**src/rtl/weekly_alarm_pattern_sequencer_assert.svh**
```systemverilog
// Assertion macros shared by the weekly alarm pattern sequencer RTL.
`ifndef WEEKLY_ALARM_PATTERN_SEQUENCER_ASSERT_SVH
`define WEEKLY_ALARM_PATTERN_SEQUENCER_ASSERT_SVH
`ifndef ASSERT_OFF
`define WAP_ASSERT_IMPL(label, clk, rst, ante, cons) \
   label: assert property (@(posedge clk) disable iff (rst) (ante) |-> (cons)) \
      else $error("wap assertion failed");
`define WAP_ASSERT_NEXT(label, clk, rst, ante, cons) \
   label: assert property (@(posedge clk) disable iff (rst) (ante) |=> (cons)) \
      else $error("wap assertion failed");
`else
`define WAP_ASSERT_IMPL(label, clk, rst, ante, cons)
`define WAP_ASSERT_NEXT(label, clk, rst, ante, cons)
`endif
`endif

```
**src/rtl/wap_pkg.sv**
```systemverilog
// Package: types, constants and helpers of the weekly alarm pattern sequencer.
package wap_pkg;

   localparam int SCHED_DAYS_DEF    = 6;
   localparam int DAY_ENTRIES_DEF   = 24;
   localparam int PATTERN_COUNT_DEF = 4;
   localparam int PATTERN_STEPS_DEF = 12;

   localparam logic [7:0] LIST_END    = 8'd255;
   localparam logic [2:0] DAY_UNKNOWN = 3'd7;

   localparam logic [2:0] MODE_WRITE_ENTRY = 3'd0;
   localparam logic [2:0] MODE_WRITE_STEP  = 3'd1;
   localparam logic [2:0] MODE_RESYNC      = 3'd2;
   localparam logic [2:0] MODE_CHECK       = 3'd3;
   localparam logic [2:0] MODE_TICK        = 3'd4;

   localparam int REG_SIGNAL_ENABLE = 0;

   typedef enum logic [2:0] {
      ST_IDLE,
      ST_EXEC,
      ST_SCAN,
      ST_CHK,
      ST_APPLY,
      ST_APPLY_WAIT,
      ST_STAT,
      ST_DONE
   } state_type;

   typedef struct packed {
      logic [2:0] mode;
      logic [2:0] weekday;
      logic [4:0] slot;
      logic [7:0] hour;
      logic [5:0] minute;
      logic [5:0] second;
      logic [1:0] pattern_select;
      logic [7:0] step_byte;
   } req_item_type;

   typedef struct packed {
      logic       output_level;
      logic       fired;
      logic [7:0] next_hour;
      logic [7:0] next_minute;
      logic       pattern_active;
   } rsp_item_type;

   typedef struct packed {
      logic [7:0] hour;
      logic [5:0] minute;
      logic [5:0] second;
      logic [1:0] pattern;
   } sched_entry_type;

   typedef struct packed {
      logic            we;
      sched_entry_type wdata;
   } sched_wr_type;

   typedef struct packed {
      logic       we;
      logic [7:0] wdata;
   } pat_wr_type;

   function automatic logic day_ok(input logic [2:0] d, input int days);
      day_ok = (d != 3'd0) && (32'(d) <= days);
   endfunction

   function automatic int addr_width(input int depth);
      addr_width = (depth > 1) ? $clog2(depth) : 1;
   endfunction

endpackage

```
**src/rtl/wap_sched_mem.sv**
```systemverilog
// Schedule memory: one read/write port, registered read data.
module wap_sched_mem #(
   parameter int DEPTH = wap_pkg::SCHED_DAYS_DEF * wap_pkg::DAY_ENTRIES_DEF,
   parameter int AW    = wap_pkg::addr_width(DEPTH)
) (
   input  logic                     clock,
   input  logic [AW-1:0]            addr,
   input  wap_pkg::sched_wr_type    wr,
   output wap_pkg::sched_entry_type rd_data
);

   wap_pkg::sched_entry_type mem [DEPTH];
   wap_pkg::sched_entry_type rd_ff;

   always_ff @(posedge clock) begin
      if (wr.we) begin
         mem[addr] <= wr.wdata;
      end
      rd_ff <= mem[addr];
   end

   assign rd_data = rd_ff;

endmodule

```
**src/rtl/wap_pat_mem.sv**
```systemverilog
// Pattern step memory: one read/write port, registered read data.
module wap_pat_mem #(
   parameter int DEPTH = wap_pkg::PATTERN_COUNT_DEF * wap_pkg::PATTERN_STEPS_DEF,
   parameter int AW    = wap_pkg::addr_width(DEPTH)
) (
   input  logic                 clock,
   input  logic [AW-1:0]        addr,
   input  wap_pkg::pat_wr_type  wr,
   output logic [7:0]           rd_data
);

   logic [7:0] mem [DEPTH];
   logic [7:0] rd_ff;

   always_ff @(posedge clock) begin
      if (wr.we) begin
         mem[addr] <= wr.wdata;
      end
      rd_ff <= mem[addr];
   end

   assign rd_data = rd_ff;

endmodule

```
**src/rtl/wap_ctrl.sv**
```systemverilog
// Sequencer: request decode, resync scan, time check, pattern stepping, status read.
module wap_ctrl #(
   parameter int SCHED_DAYS    = wap_pkg::SCHED_DAYS_DEF,
   parameter int DAY_ENTRIES   = wap_pkg::DAY_ENTRIES_DEF,
   parameter int PATTERN_COUNT = wap_pkg::PATTERN_COUNT_DEF,
   parameter int PATTERN_STEPS = wap_pkg::PATTERN_STEPS_DEF,
   parameter int SAW = wap_pkg::addr_width(SCHED_DAYS * DAY_ENTRIES),
   parameter int PAW = wap_pkg::addr_width(PATTERN_COUNT * PATTERN_STEPS)
) (
   input  logic                     clock,
   input  logic                     reset,
   input  logic                     accept,
   input  wap_pkg::req_item_type    req,
   input  logic                     signal_enable,
   output logic                     busy,
   output logic                     rsp_valid,
   output wap_pkg::rsp_item_type    rsp,
   output logic [SAW-1:0]           sched_addr,
   output wap_pkg::sched_wr_type    sched_wr,
   input  wap_pkg::sched_entry_type sched_rd,
   output logic [PAW-1:0]           pat_addr,
   output wap_pkg::pat_wr_type      pat_wr,
   input  logic [7:0]               pat_rd
);

   localparam int EIW = $clog2(DAY_ENTRIES + 1);
   localparam int SIW = $clog2(PATTERN_STEPS);
   localparam logic [EIW-1:0] IDX_NONE = EIW'(DAY_ENTRIES);
   localparam logic [EIW-1:0] IDX_LAST = EIW'(DAY_ENTRIES - 1);
   localparam logic [SIW-1:0] STEP_END = SIW'(PATTERN_STEPS - 1);

   wap_pkg::state_type    state_ff, state_in;
   wap_pkg::req_item_type item_ff, item_in;
   wap_pkg::rsp_item_type rsp_ff, rsp_in;
   logic                  strobe_ff, strobe_in;
   logic [EIW-1:0]        entry_index_ff, entry_index_in;
   logic [2:0]            last_wd_ff, last_wd_in;
   logic [1:0]            active_ff, active_in;
   logic [SIW-1:0]        step_ff, step_in;
   logic [6:0]            ticks_ff, ticks_in;
   logic                  level_ff, level_in;
   logic                  running_ff, running_in;
   logic                  fired_ff, fired_in;
   logic [SIW-1:0]        s_ff, s_in;
   logic [EIW-1:0]        scan_ff, scan_in;
   logic [EIW-1:0]        prev_ff, prev_in;
   logic                  pend_ff, pend_in;
   logic [EIW-1:0]        idx_new;
   logic                  later;
   logic                  match;

   function automatic logic [SAW-1:0] spos(input logic [2:0] d, input logic [EIW-1:0] e);
      logic ok;
      ok   = wap_pkg::day_ok(d, SCHED_DAYS) && (32'(e) < DAY_ENTRIES);
      spos = ok ? SAW'((32'(d) - 32'd1) * DAY_ENTRIES + 32'(e)) : '0;
   endfunction

   function automatic logic [PAW-1:0] ppos(input logic [1:0] p, input logic [SIW-1:0] s);
      ppos = PAW'(32'(p) * PATTERN_STEPS + 32'(s));
   endfunction

   // entry later than the request time (resync)
   assign later = (sched_rd.hour > item_ff.hour)
               || (sched_rd.hour == item_ff.hour && sched_rd.minute > item_ff.minute)
               || (sched_rd.hour == item_ff.hour && sched_rd.minute == item_ff.minute
                   && sched_rd.second > item_ff.second);

   assign match = (sched_rd.hour != wap_pkg::LIST_END) && (sched_rd.hour == item_ff.hour)
               && (sched_rd.minute == item_ff.minute) && (sched_rd.second == item_ff.second);

   // day change resets the pending index unless the previous day was unknown
   assign idx_new = (last_wd_ff != item_ff.weekday && last_wd_ff != wap_pkg::DAY_UNKNOWN)
                  ? '0 : entry_index_ff;

   always_ff @(posedge clock) begin
      if (reset) begin
         state_ff       <= wap_pkg::ST_IDLE;
         strobe_ff      <= 1'b0;
         entry_index_ff <= IDX_NONE;
         last_wd_ff     <= wap_pkg::DAY_UNKNOWN;
         active_ff      <= '0;
         step_ff        <= '0;
         ticks_ff       <= '0;
         level_ff       <= 1'b0;
         running_ff     <= 1'b0;
         fired_ff       <= 1'b0;
         pend_ff        <= 1'b0;
      end else begin
         state_ff       <= state_in;
         strobe_ff      <= strobe_in;
         entry_index_ff <= entry_index_in;
         last_wd_ff     <= last_wd_in;
         active_ff      <= active_in;
         step_ff        <= step_in;
         ticks_ff       <= ticks_in;
         level_ff       <= level_in;
         running_ff     <= running_in;
         fired_ff       <= fired_in;
         pend_ff        <= pend_in;
      end
   end

   always_ff @(posedge clock) begin
      item_ff <= item_in;
      rsp_ff  <= rsp_in;
      s_ff    <= s_in;
      scan_ff <= scan_in;
      prev_ff <= prev_in;
   end

   always_comb begin
      state_in       = state_ff;
      item_in        = item_ff;
      rsp_in         = rsp_ff;
      strobe_in      = 1'b0;
      entry_index_in = entry_index_ff;
      last_wd_in     = last_wd_ff;
      active_in      = active_ff;
      step_in        = step_ff;
      ticks_in       = ticks_ff;
      level_in       = level_ff;
      running_in     = running_ff;
      fired_in       = fired_ff;
      s_in           = s_ff;
      scan_in        = scan_ff;
      prev_in        = prev_ff;
      pend_in        = pend_ff;
      sched_addr     = spos(last_wd_ff, entry_index_ff);
      sched_wr.we    = 1'b0;
      sched_wr.wdata = {item_ff.hour, item_ff.minute, item_ff.second, item_ff.pattern_select};
      pat_addr       = ppos(active_ff, s_ff);
      pat_wr.we      = 1'b0;
      pat_wr.wdata   = item_ff.step_byte;

      unique case (state_ff)
         wap_pkg::ST_IDLE: begin
            if (accept) begin
               item_in  = req;
               state_in = wap_pkg::ST_EXEC;
            end
         end
         wap_pkg::ST_EXEC: begin
            fired_in = 1'b0;
            state_in = wap_pkg::ST_STAT;
            unique case (item_ff.mode)
               wap_pkg::MODE_WRITE_ENTRY: begin
                  sched_addr  = spos(item_ff.weekday, EIW'(item_ff.slot));
                  sched_wr.we = wap_pkg::day_ok(item_ff.weekday, SCHED_DAYS)
                             && (32'(item_ff.slot) < DAY_ENTRIES);
               end
               wap_pkg::MODE_WRITE_STEP: begin
                  pat_addr  = ppos(item_ff.pattern_select, SIW'(item_ff.slot));
                  pat_wr.we = (32'(item_ff.slot) < PATTERN_STEPS)
                           && (32'(item_ff.pattern_select) < PATTERN_COUNT);
               end
               wap_pkg::MODE_RESYNC: begin
                  last_wd_in     = item_ff.weekday;
                  entry_index_in = IDX_NONE;
                  scan_in        = '0;
                  pend_in        = 1'b0;
                  if (wap_pkg::day_ok(item_ff.weekday, SCHED_DAYS)) begin
                     state_in = wap_pkg::ST_SCAN;
                  end
               end
               wap_pkg::MODE_CHECK: begin
                  last_wd_in     = item_ff.weekday;
                  entry_index_in = idx_new;
                  sched_addr     = spos(item_ff.weekday, idx_new);
                  if (wap_pkg::day_ok(item_ff.weekday, SCHED_DAYS) && idx_new != IDX_NONE) begin
                     state_in = wap_pkg::ST_CHK;
                  end
               end
               wap_pkg::MODE_TICK: begin
                  if (running_ff && ticks_ff != '0) begin
                     ticks_in = ticks_ff - 7'd1;
                     if (ticks_ff == 7'd1) begin
                        s_in     = step_ff;
                        state_in = wap_pkg::ST_APPLY;
                     end
                  end
               end
               default: begin
               end
            endcase
         end
         wap_pkg::ST_SCAN: begin
            // reads are issued one per cycle; each compare uses the data of the previous read
            sched_addr = spos(item_ff.weekday, scan_ff);
            scan_in    = scan_ff + EIW'(1);
            prev_in    = scan_ff;
            pend_in    = 1'b1;
            if (pend_ff) begin
               if (sched_rd.hour == wap_pkg::LIST_END) begin
                  pend_in  = 1'b0;
                  state_in = wap_pkg::ST_STAT;
               end else if (later) begin
                  entry_index_in = prev_ff;
                  pend_in        = 1'b0;
                  state_in       = wap_pkg::ST_STAT;
               end else if (prev_ff == IDX_LAST) begin
                  pend_in  = 1'b0;
                  state_in = wap_pkg::ST_STAT;
               end
            end
         end
         wap_pkg::ST_CHK: begin
            state_in = wap_pkg::ST_STAT;
            if (match) begin
               fired_in       = 1'b1;
               entry_index_in = entry_index_ff + EIW'(1);
               if (signal_enable && 32'(sched_rd.pattern) < PATTERN_COUNT) begin
                  active_in = sched_rd.pattern;
                  s_in      = '0;
                  state_in  = wap_pkg::ST_APPLY;
               end
            end
         end
         wap_pkg::ST_APPLY: begin
            if (s_ff >= STEP_END) begin
               level_in   = 1'b0;
               running_in = 1'b0;
               ticks_in   = '0;
               step_in    = '0;
               state_in   = wap_pkg::ST_STAT;
            end else begin
               state_in = wap_pkg::ST_APPLY_WAIT;
            end
         end
         wap_pkg::ST_APPLY_WAIT: begin
            level_in   = pat_rd[7];
            ticks_in   = pat_rd[6:0];
            step_in    = s_ff + SIW'(1);
            running_in = 1'b1;
            if (pat_rd[6:0] != 7'd0) begin
               state_in = wap_pkg::ST_STAT;
            end else begin
               // zero-length step: chain to the next one
               s_in     = s_ff + SIW'(1);
               state_in = wap_pkg::ST_APPLY;
            end
         end
         wap_pkg::ST_STAT: begin
            state_in = wap_pkg::ST_DONE;
         end
         wap_pkg::ST_DONE: begin
            rsp_in.output_level   = level_ff;
            rsp_in.fired          = fired_ff;
            rsp_in.pattern_active = running_ff;
            if (wap_pkg::day_ok(last_wd_ff, SCHED_DAYS) && entry_index_ff != IDX_NONE
                && sched_rd.hour != wap_pkg::LIST_END) begin
               rsp_in.next_hour   = sched_rd.hour;
               rsp_in.next_minute = {2'b00, sched_rd.minute};
            end else begin
               rsp_in.next_hour   = wap_pkg::LIST_END;
               rsp_in.next_minute = wap_pkg::LIST_END;
            end
            strobe_in = 1'b1;
            state_in  = wap_pkg::ST_IDLE;
         end
         default: begin
            state_in = wap_pkg::ST_IDLE;
         end
      endcase
   end

   assign busy      = (state_ff != wap_pkg::ST_IDLE);
   assign rsp_valid = strobe_ff;
   assign rsp       = rsp_ff;

endmodule

```
**src/rtl/weekly_alarm_pattern_sequencer.sv**
```systemverilog
// Top level of the weekly alarm pattern sequencer: ports, register file, memories.
//
// Usage: drive the request fields with start high while busy is low; the request
// is taken at that edge and busy rises. Exactly one result follows per request:
// rsp_strobe is high for one cycle with the result fields, and busy is already
// low in that cycle, so the next request may be taken on the strobe edge.
// The receiver cannot stall; results must be taken when strobed.
// Every request passes through the states EXEC, STAT and DONE. A time check with
// an entry pending also reads that entry in CHK; a time check that starts a
// pattern, or a tick that ends a step, then applies pattern steps through APPLY
// and APPLY_WAIT, chaining over zero-length steps and ending the pattern when it
// runs into its last step. A resync on a day with a schedule scans the day's
// entries in SCAN, up to DAY_ENTRIES of them. The schedule and pattern memories
// are single-port with registered read data, read one entry per cycle.
// The APB register signal_enable (address 0) resets to 1; writes are to take effect
// between requests, which the user must keep to: the block itself does not enforce
// it. Reset clears the entry index, the current day and the pattern state; the
// memories keep their contents and read as undefined until written.
module weekly_alarm_pattern_sequencer #(
   parameter int SCHED_DAYS    = wap_pkg::SCHED_DAYS_DEF,
   parameter int DAY_ENTRIES   = wap_pkg::DAY_ENTRIES_DEF,
   parameter int PATTERN_COUNT = wap_pkg::PATTERN_COUNT_DEF,
   parameter int PATTERN_STEPS = wap_pkg::PATTERN_STEPS_DEF
) (
   input  logic        clock,
   input  logic        reset,
   input  logic        start,
   output logic        busy,
   input  logic [2:0]  req_mode,
   input  logic [2:0]  req_weekday,
   input  logic [4:0]  req_slot,
   input  logic [7:0]  req_hour,
   input  logic [5:0]  req_minute,
   input  logic [5:0]  req_second,
   input  logic [1:0]  req_pattern_select,
   input  logic [7:0]  req_step_byte,
   output logic        rsp_strobe,
   output logic        rsp_output_level,
   output logic        rsp_fired,
   output logic [7:0]  rsp_next_hour,
   output logic [7:0]  rsp_next_minute,
   output logic        rsp_pattern_active,
   input  logic        psel,
   input  logic        penable,
   input  logic        pwrite,
   input  logic [2:0]  paddr,
   input  logic [31:0] pwdata,
   output logic [31:0] prdata,
   output logic        pready
);

`include "weekly_alarm_pattern_sequencer_assert.svh"

   localparam int SDEPTH = SCHED_DAYS * DAY_ENTRIES;
   localparam int PDEPTH = PATTERN_COUNT * PATTERN_STEPS;
   localparam int SAW    = wap_pkg::addr_width(SDEPTH);
   localparam int PAW    = wap_pkg::addr_width(PDEPTH);

   logic                     enable_ff, enable_in;
   logic                     csr_write;
   logic                     csr_hit;
   wap_pkg::req_item_type    req_item;
   wap_pkg::rsp_item_type    rsp_item;
   logic [SAW-1:0]           sched_addr;
   wap_pkg::sched_wr_type    sched_wr;
   wap_pkg::sched_entry_type sched_rd;
   logic [PAW-1:0]           pat_addr;
   wap_pkg::pat_wr_type      pat_wr;
   logic [7:0]               pat_rd;

   // register file
   assign pready    = 1'b1;
   assign csr_hit   = (32'(paddr[2]) == wap_pkg::REG_SIGNAL_ENABLE);
   assign csr_write = psel && penable && pwrite && pready;
   assign enable_in = (csr_write && csr_hit) ? pwdata[0] : enable_ff;
   assign prdata    = csr_hit ? {31'd0, enable_ff} : 32'd0;

   always_ff @(posedge clock) begin
      if (reset) begin
         enable_ff <= 1'b1;
      end else begin
         enable_ff <= enable_in;
      end
   end

   assign req_item = '{mode: req_mode, weekday: req_weekday, slot: req_slot,
                       hour: req_hour, minute: req_minute, second: req_second,
                       pattern_select: req_pattern_select, step_byte: req_step_byte};

   wap_ctrl #(
      .SCHED_DAYS    (SCHED_DAYS),
      .DAY_ENTRIES   (DAY_ENTRIES),
      .PATTERN_COUNT (PATTERN_COUNT),
      .PATTERN_STEPS (PATTERN_STEPS),
      .SAW           (SAW),
      .PAW           (PAW)
   ) u_ctrl (
      .clock         (clock),
      .reset         (reset),
      .accept        (start && !busy),
      .req           (req_item),
      .signal_enable (enable_ff),
      .busy          (busy),
      .rsp_valid     (rsp_strobe),
      .rsp           (rsp_item),
      .sched_addr    (sched_addr),
      .sched_wr      (sched_wr),
      .sched_rd      (sched_rd),
      .pat_addr      (pat_addr),
      .pat_wr        (pat_wr),
      .pat_rd        (pat_rd)
   );

   wap_sched_mem #(
      .DEPTH (SDEPTH),
      .AW    (SAW)
   ) u_sched_mem (
      .clock   (clock),
      .addr    (sched_addr),
      .wr      (sched_wr),
      .rd_data (sched_rd)
   );

   wap_pat_mem #(
      .DEPTH (PDEPTH),
      .AW    (PAW)
   ) u_pat_mem (
      .clock   (clock),
      .addr    (pat_addr),
      .wr      (pat_wr),
      .rd_data (pat_rd)
   );

   assign rsp_output_level   = rsp_item.output_level;
   assign rsp_fired          = rsp_item.fired;
   assign rsp_next_hour      = rsp_item.next_hour;
   assign rsp_next_minute    = rsp_item.next_minute;
   assign rsp_pattern_active = rsp_item.pattern_active;

   // a result is only strobed once the sequencer has returned to idle
   `WAP_ASSERT_IMPL(a_strobe_idle, clock, reset, rsp_strobe, !busy)
   // a taken request always makes the block busy
   `WAP_ASSERT_NEXT(a_start_busy, clock, reset, start && !busy, busy)
   // the output line is never driven high without a running pattern
   `WAP_ASSERT_IMPL(a_level_running, clock, reset, rsp_strobe && !rsp_pattern_active,
                    !rsp_output_level)
   // no result without a request in flight during the previous cycle
   `WAP_ASSERT_IMPL(a_strobe_after_busy, clock, reset, rsp_strobe, $past(busy))

endmodule

```
**config.mk**
```make
export PLATFORM = sky130hd
export DESIGN_NAME = weekly_alarm_pattern_sequencer
export DESIGN_NICKNAME = d
export VERILOG_FILES = /design/src/rtl/wap_pkg.sv /design/src/rtl/wap_sched_mem.sv /design/src/rtl/wap_pat_mem.sv /design/src/rtl/wap_ctrl.sv /design/src/rtl/weekly_alarm_pattern_sequencer.sv
export VERILOG_INCLUDE_DIRS = /design/src /design/src/rtl
export SDC_FILE = /design/constraint.sdc
export NUM_CORES = 2
export LEC_CHECK = 0
export ABC_AREA = 1
export BUFFER_PORTS_ARGS = -buffer_cell sky130_fd_sc_hd__buf_2
export CORE_MARGIN = 3
export CORE_UTILIZATION = 30
export CTS_CLUSTER_SIZE = 14
export DETAILED_ROUTE_END_ITERATION = 10
export PLACE_DENSITY = 0.53
export SLEW_MARGIN = 20
export SYNTH_ARGS = -nofsm -noshare
export SYNTH_HDL_FRONTEND = slang
export SYNTH_HIERARCHICAL = 1
export SYNTH_SLANG_ARGS = --single-unit
```
**constraint.sdc**
```tcl
create_clock -name clock -period 15.25 [get_ports clock]
set_clock_uncertainty 0.2 [all_clocks]
set_input_delay 0.7625 -clock clock [delete_from_list [all_inputs] [get_ports clock]]
set_output_delay 0.7625 -clock clock [all_outputs]
set_load 0.005 [all_outputs]
```
## After elaboration in Yosys (flattened, before gate mapping)

Memory sizes are Yosys's and may differ from the RTL's. A register that Yosys moved wholly into a read port is not among the register bits.
Index checks and enable logic that the tools add are counted.
Widths: inputs -> output; s select.

- Register bits: 104
- Memory bits (writable): 3552
- Input bits: 82
- Output and inout bits: 54
- Logic and storage cells: 210
- Memories kept: 2

Memories:

| memory | words | bits a word | rd ports | clocked after Yosys merged registers in | write ports | RTL line | RTL |
|---|---|---|---|---|---|---|---|
| u_sched_mem.mem | 144 | 22 | 1 | 1 | 1 | wap_sched_mem.sv:12 | `wap_pkg::sched_entry_type mem [DEPTH];` |
| u_pat_mem.mem | 48 | 8 | 1 | 1 | 1 | wap_pat_mem.sv:12 | `logic [7:0] mem [DEPTH];` |

- $add $sub $neg: 12
- Multipliers: 4
- $lt $le $gt $ge: 11
- Eq/ne operators: 36
- Multiplexer cells: 67
- Bitwise operators: 1
- Reduce and logical (&&, ||, !) cells: 48

Operators with widths:

| operator | count |
|---|---|
| $mul 32x2->5 const B | 2 |
| $mux 8 | 5 |
| $add 8x5->8 | 4 |
| $pmux 8 s2 | 2 |
| $mux 5 | 6 |
| $mux 4 | 7 |
| $mux 3 | 9 |
| $pmux 3 s8 | 1 |
| $logic_and 1x1->1 | 21 |
| $mux 7 | 3 |
| $pmux 7 s3 | 1 |
| $lt 5x5->1 const B | 4 |
| $pmux 5 s2 | 2 |
| $reduce_bool 3->1 | 6 |
| $mux 1 | 17 |
| $ne 2x1->1 const B | 8 |
| $eq 3x3->1 const B | 5 |
| $pmux 5 s3 | 1 |
| $reduce_bool 7->1 | 2 |
| $add 6x4->6 | 2 |
| $eq 3x2->1 const B | 4 |
| $eq 6x6->1 | 2 |
| $gt 6x6->1 | 2 |
| $mux 6 | 2 |
| 36 further kinds | 61 |

## Logic depth before layout (Yosys ltp)

- Word-level depth: 8
- Mapped depth: 27
- Depth with buffers taken out: 23

## Hierarchy

Netlist, hierarchy kept.

By module, submodules not included:

| module | instances | cells an instance | area each (um^2) | sequential area each (um^2) |
|---|---|---|---|---|
| wap_sched_mem | 1 | 11016 | 127123.2 | 95571.7 |
| wap_pat_mem | 1 | 1502 | 16583.4 | 11691.2 |
| wap_ctrl | 1 | 777 | 6727.7 | 2772.7 |
| weekly_alarm_pattern_sequencer | 1 | 48 | 321.6 | 20.0 |

## Worst setup path before layout

OpenSTA, ideal clock, no wires.

- Path type: register -> register
- From: register u_ctrl/item_ff[35] (netlist bit)
- To: memory u_sched_mem/mem[96][0] (netlist bit), enable pin
- Library setup time: 0.401 ns
- Arrival: 4.498 ns
- Data required time: 14.649 ns
- Slack: 10.151 ns
- Cell stages (with the launch flop): 18
- Path buffers: 2
- Period minus slack after synthesis: 5.099 ns
- Cell sequence: edfxtp_1 > inv_1 > ha_1 > xor2_1 > fa_1 > buf_2 > nand2_1 > inv_1 > a21oi_1 > o21ai_0 > o21ai_0 > nand2_1 > nor2_1 > inv_1 > nor2_1 > inv_1 > clkbuf_1 > nor2_1

- Cells in the longest elaborated chain, start to end: 8
- Elaborated cells between the ends (all ways): 24
- Classes of those cells: add/sub: 4; mul: 1; order compare: 2; eq/ne: 1; mux: 10; reduce/logical: 6

Ends and longest elaborated chain:

| element | RTL line | RTL |
|---|---|---|
| start: declaration | wap_ctrl.sv:33 | `wap_pkg::req_item_type item_ff, item_in;` |
| start signal: assignment | wap_ctrl.sv:104 | `item_ff <= item_in;` |
| branches (longest 7 deep; another with $mul 32x2->5) | n/a |  |
| $pmux 8 s2 * | wap_ctrl.sv:135 | `unique case (state_ff)` |
| via sched_addr[7] | weekly_alarm_pattern_sequencer.sv:64 | `logic [SAW-1:0] sched_addr;` |
| end: declaration | wap_sched_mem.sv:12 |  |

Mark *: on every way through the listed nets, which the timed path passes.

## Worst setup path after layout

- From: register u_ctrl/item_ff[35] (netlist bit)
- To: register u_sched_mem/rd_data[21] (netlist name)

- Cells in the longest elaborated chain, start to end: 8
- Elaborated cells between the ends (all ways): 20
- Classes of those cells: add/sub: 4; mul: 1; order compare: 2; eq/ne: 1; mux: 6; reduce/logical: 6

Ends and longest elaborated chain:

| element | RTL line |
|---|---|
| branches (longest 7 deep; another with $add 8x5->8) | n/a |
| $pmux 8 s2 * | wap_ctrl.sv:135 |
| via sched_addr[1] | weekly_alarm_pattern_sequencer.sv:64 |

Marked as above.
A chain may end at the register's enable or synchronous reset.

==> load_flow_metrics.sql <==
INSERT INTO impl_metrics (metric_group, metric, value, unit) VALUES
('synth', 'post_synth_instance_area', '151000', 'um2'),
('worst_setup_path', 'setup.worst_path.class', 'register to register', ''),
('hold_path', 'hold_class', 'register to register', ''),
('worst_setup_path', 'worst_r2r_path_cells', '24', ''),
('clocking', 'cts_resized', '0', ''),
('clocking', 'cts_max_path_buffers', '4', ''),
('route', 'dr_wl_met2', '199000', 'um'),
('layout', 'layout_stage_area_growth_over_the_synthesis_result', '13.8', '%'),
('worst_setup_path', 'worstSetupStartpoint', 'u_ctrl/item_ff[35]', ''),
('outcome', 'status', 'finished clean', ''),
('worst_setup_path', 'critical_path.reg2reg.startpoint', 'u_ctrl/item_ff[35]', ''),
('die', 'floorplan.rows', '259', ''),
('route', 'wire_length_after_detailed_routing', '445000', 'um'),
('clocking', 'clock_tree.root_cell', 'sky130_fd_sc_hd__clkbuf_16', ''),
('worst_setup_path', 'worstPathRequired', '15930', 'ps'),
('timing', 'final.min_clock_period', '7200', 'ps'),
('timing', 'worst_max_slew_pin_slew', '1190', 'ps'),
('synth', 'postSynthCellCount', '13343', ''),
('hold_path', 'hold_path_startpoint', 'u_ctrl/fired_ff', ''),
('timing', 'timing.final.crit_share', '47.2', '%'),
('clocking', 'insertion_delay', '1010', 'ps'),
('layout', 'fillerInstances', '49229', ''),
('route', 'drtIter0Drc', '9699', ''),
('worst_setup_path', 'timing.critical_path.from_type', 'register', ''),
('synth', 'synth_top_cell_by_area', 'sky130_fd_sc_hd__edfxtp_1', ''),
('timing', 'grt_setup_unrepaired', 'false', ''),
('worst_setup_path', 'critical-path-top-cell-by-count', 'sky130_fd_sc_hd__nand2_1', ''),
('worst_setup_path', 'cp_max_fo', '65', ''),
('pwr', 'cellLeakagePower', '63.5', 'nW'),
('synth', 'synth-seq-area-share', '73.0', '%'),
('layout', 'drive_above_1_share', '8.07', '%'),
('hold_path', 'worst_hold_path.endpoint', 'u_ctrl/rsp[17]', ''),
('route', 'firstDrtPassIters', '8', ''),
('worst_setup_path', 'reg2reg_to', 'u_sched_mem/rd_data[21]', ''),
('route', 'wl_met3', '33900', 'um'),
('flow_run', 'maxCapViolCount', '0', ''),
('worst_setup_path', 'largest_delay_share_family_worst_path', 'buffers and inverters', ''),
('global_route', 'grt-ovfl-total', '0', ''),
('worst_setup_path', 'critical_path.cell_chain', 'inv_1 -> ha_1 -> nor2_1 -> a21oi_4 -> nand3_1 -> inv_1 -> nand2_1 -> o21ai_0 -> o21ai_0 -> nand2_4 -> inv_8 -> nor2_4 -> buf_4 -> buf_4 -> buf_4 -> nand2_1 -> nand4_1 -> nand2_1 -> nand2_1 -> o21ai_1 -> buf_4 -> nand3_1 -> nor2_1 -> nand2_1', ''),
('placed_design', 'hpwlAfterDp', '240000', 'um'),
('worst_setup_path', 'crit_arrival', '7890', 'ps'),
('worst_setup_path', 'worst_path_largest_cell_delay', '730', 'ps'),
('route', 'vias', '96608', ''),
('synth', 'synthTopCellsByCount', 'sky130_fd_sc_hd__nand2_1, sky130_fd_sc_hd__edfxtp_1, sky130_fd_sc_hd__nor2_1', ''),
('synth', 'netlist-cell-type-count', '57', ''),
('layout', 'nets', '13612', ''),
('worst_setup_path', 'crit_path_top_delay_cell', 'sky130_fd_sc_hd__buf_4', ''),
('synth', 'postSynthRegisterBits', '3685', ''),
('timing', 'max-slew-margin-rel', '19.8', '%'),
('synth', 'async_sr_flop_fraction', '0', '%'),
('route', 'ant_nets', '0', ''),
('placed_design', 'gp_congestion', '0.866', ''),
('synth', 'synth.yosys.warnings', '6', ''),
('die', 'core-area', '499000', 'um2'),
('die', 'dieWidth', '715', 'um'),
('route', 'route.detailed.drc', '0', ''),
('die', 'overall_die_area', '511000', 'um2'),
('route', 'highest_layer', 'met5', ''),
('worst_setup_path', 'slack_of_the_worst_reg_to_reg_path', '8050', 'ps'),
('global_route', 'global_route_wire_length_before_repair', '641000', 'um'),
('synth', 'synth_ff_type', 'sky130_fd_sc_hd__edfxtp_1', ''),
('clocking', 'cts-htree-levels', '5', ''),
('timing', 'setup_viol_count_final', '0', ''),
('timing', 'final_max_slew_viol_count', '0', ''),
('route', 'wl_met1', '198000', 'um'),
('clocking', 'clk_pin_slew_worst_paths', '60', 'ps'),
('synth', 'synth_enable_flop_cells', '3625', ''),
('die', 'die_height', '715', 'um'),
('die', 'floorplan.initialDensity', '30.2', '%'),
('clocking', 'cts_inserted_buffers', '386', ''),
('pwr', 'final_total_pwr', '27.9', 'mW');
[cells by family after synthesis]
kind of cell	after synthesis	synth area share, %
xor gates and xnor gates	19	0.110
muxes	5	0.0373
and+or+nand+nor	7999	20.8
AOI/OAI and AO/OA	571	2.40
adders and majority gates	64	0.581
other	2	0.00498
buffers and inverters	998	3.06
DFF	3685	73.0
[per-stage QoR]
stage / cell area, um2 / instances / util [%] / setup WS, ps
2_1_floorplan: 151000 / 13373 / - / 10150
3_3_place_gp: 159000 / 19688 / 31.9 / 8100
3_5_place_dp: 159000 / 19688 / 31.9 / 8110
4_1_cts: 172000 / 20430 / 34.4 / 8080
5_1_grt: 172000 / 20431 / 34.4 / 7730
6_report: 172000 / 20439 / 34.4 / 8050
[layout make-up]
cell class	count	area, um2	share of cell area, %
antenna	9	22.5	0.0131
clock buffer	519	10400	6.07
clock inverter	178	1590	0.927
inverter	300	1180	0.686
multi-input combinational	8690	36700	21.4
sequential	3685	110000	64.1
tap	6655	8330	4.85
timing repair buffer	403	3290	1.92
[state kept, by name, indices dropped and copies added, names as in the netlist, 2 cells and up]
name and cells:
u_ctrl/step_ff 4, u_sched_mem/mem 3168, u_ctrl/active_ff 2, u_ctrl/sched_wr 22
u_ctrl/scan_ff 5, u_ctrl/item_ff 11, u_sched_mem/rd_data 22, u_ctrl/ticks_ff 7
u_pat_mem/rd_data 8, u_ctrl/rsp 18, u_pat_mem/mem 384, u_ctrl/entry_index_ff 5
u_ctrl/s_ff 4, u_ctrl/pat_wr 8, u_ctrl/prev_ff 5, u_ctrl/state_ff 3
u_ctrl/last_wd_ff 3
[placed cells by master (no fill, tap or decap), drive strengths merged, types with 10 or more instances in the layout]
cell         instances
ha                  54
edfxtp            3625
dfxtp               60
nor3                14
conb                32
nand2             6623
bufinv              17
a21oi              131
nand3              316
or2                 84
clkbuf             519
fa                  10
xnor2               11
clkinv             149
inv                303
a22oi              219
o21ai              151
o211ai              46
buf                358
dlygate4sd3         45
nand4              195
nor2               763
[layer usage]
layer	track usage, %	vias to the layer above
met5	0	-
met4	4.93	4
met3	2.87	576
met2	26.3	3210
met1	24.2	47767
li1	-	45051
[where the power goes]
part / switching, mW / internal (mW)
clock network: 3.94 / 5.08
registers: 0.161 / 12.0
logic: 5.36 / 1.43
total: 9.46 / 18.5
[worst max-delay path by stage]
stage | endpoint | cells after the start
3_3_place_gp | u_sched_mem/rd_data[21] | 24
3_5_place_dp | u_sched_mem/rd_data[21] | 24
4_1_cts | u_sched_mem/rd_data[21] | 24
2_1_floorplan | u_sched_mem/mem[96][0] | 17
5_1_grt | u_sched_mem/rd_data[21] | 24
6_report | u_sched_mem/rd_data[21] | 24
[repair_timing]
action	4_1_cts	5_1_grt
hold endpoints to repair	54	0
buffers inserted	0	0
hold buffers	45	0
Power figures use the tool's default switching activity.
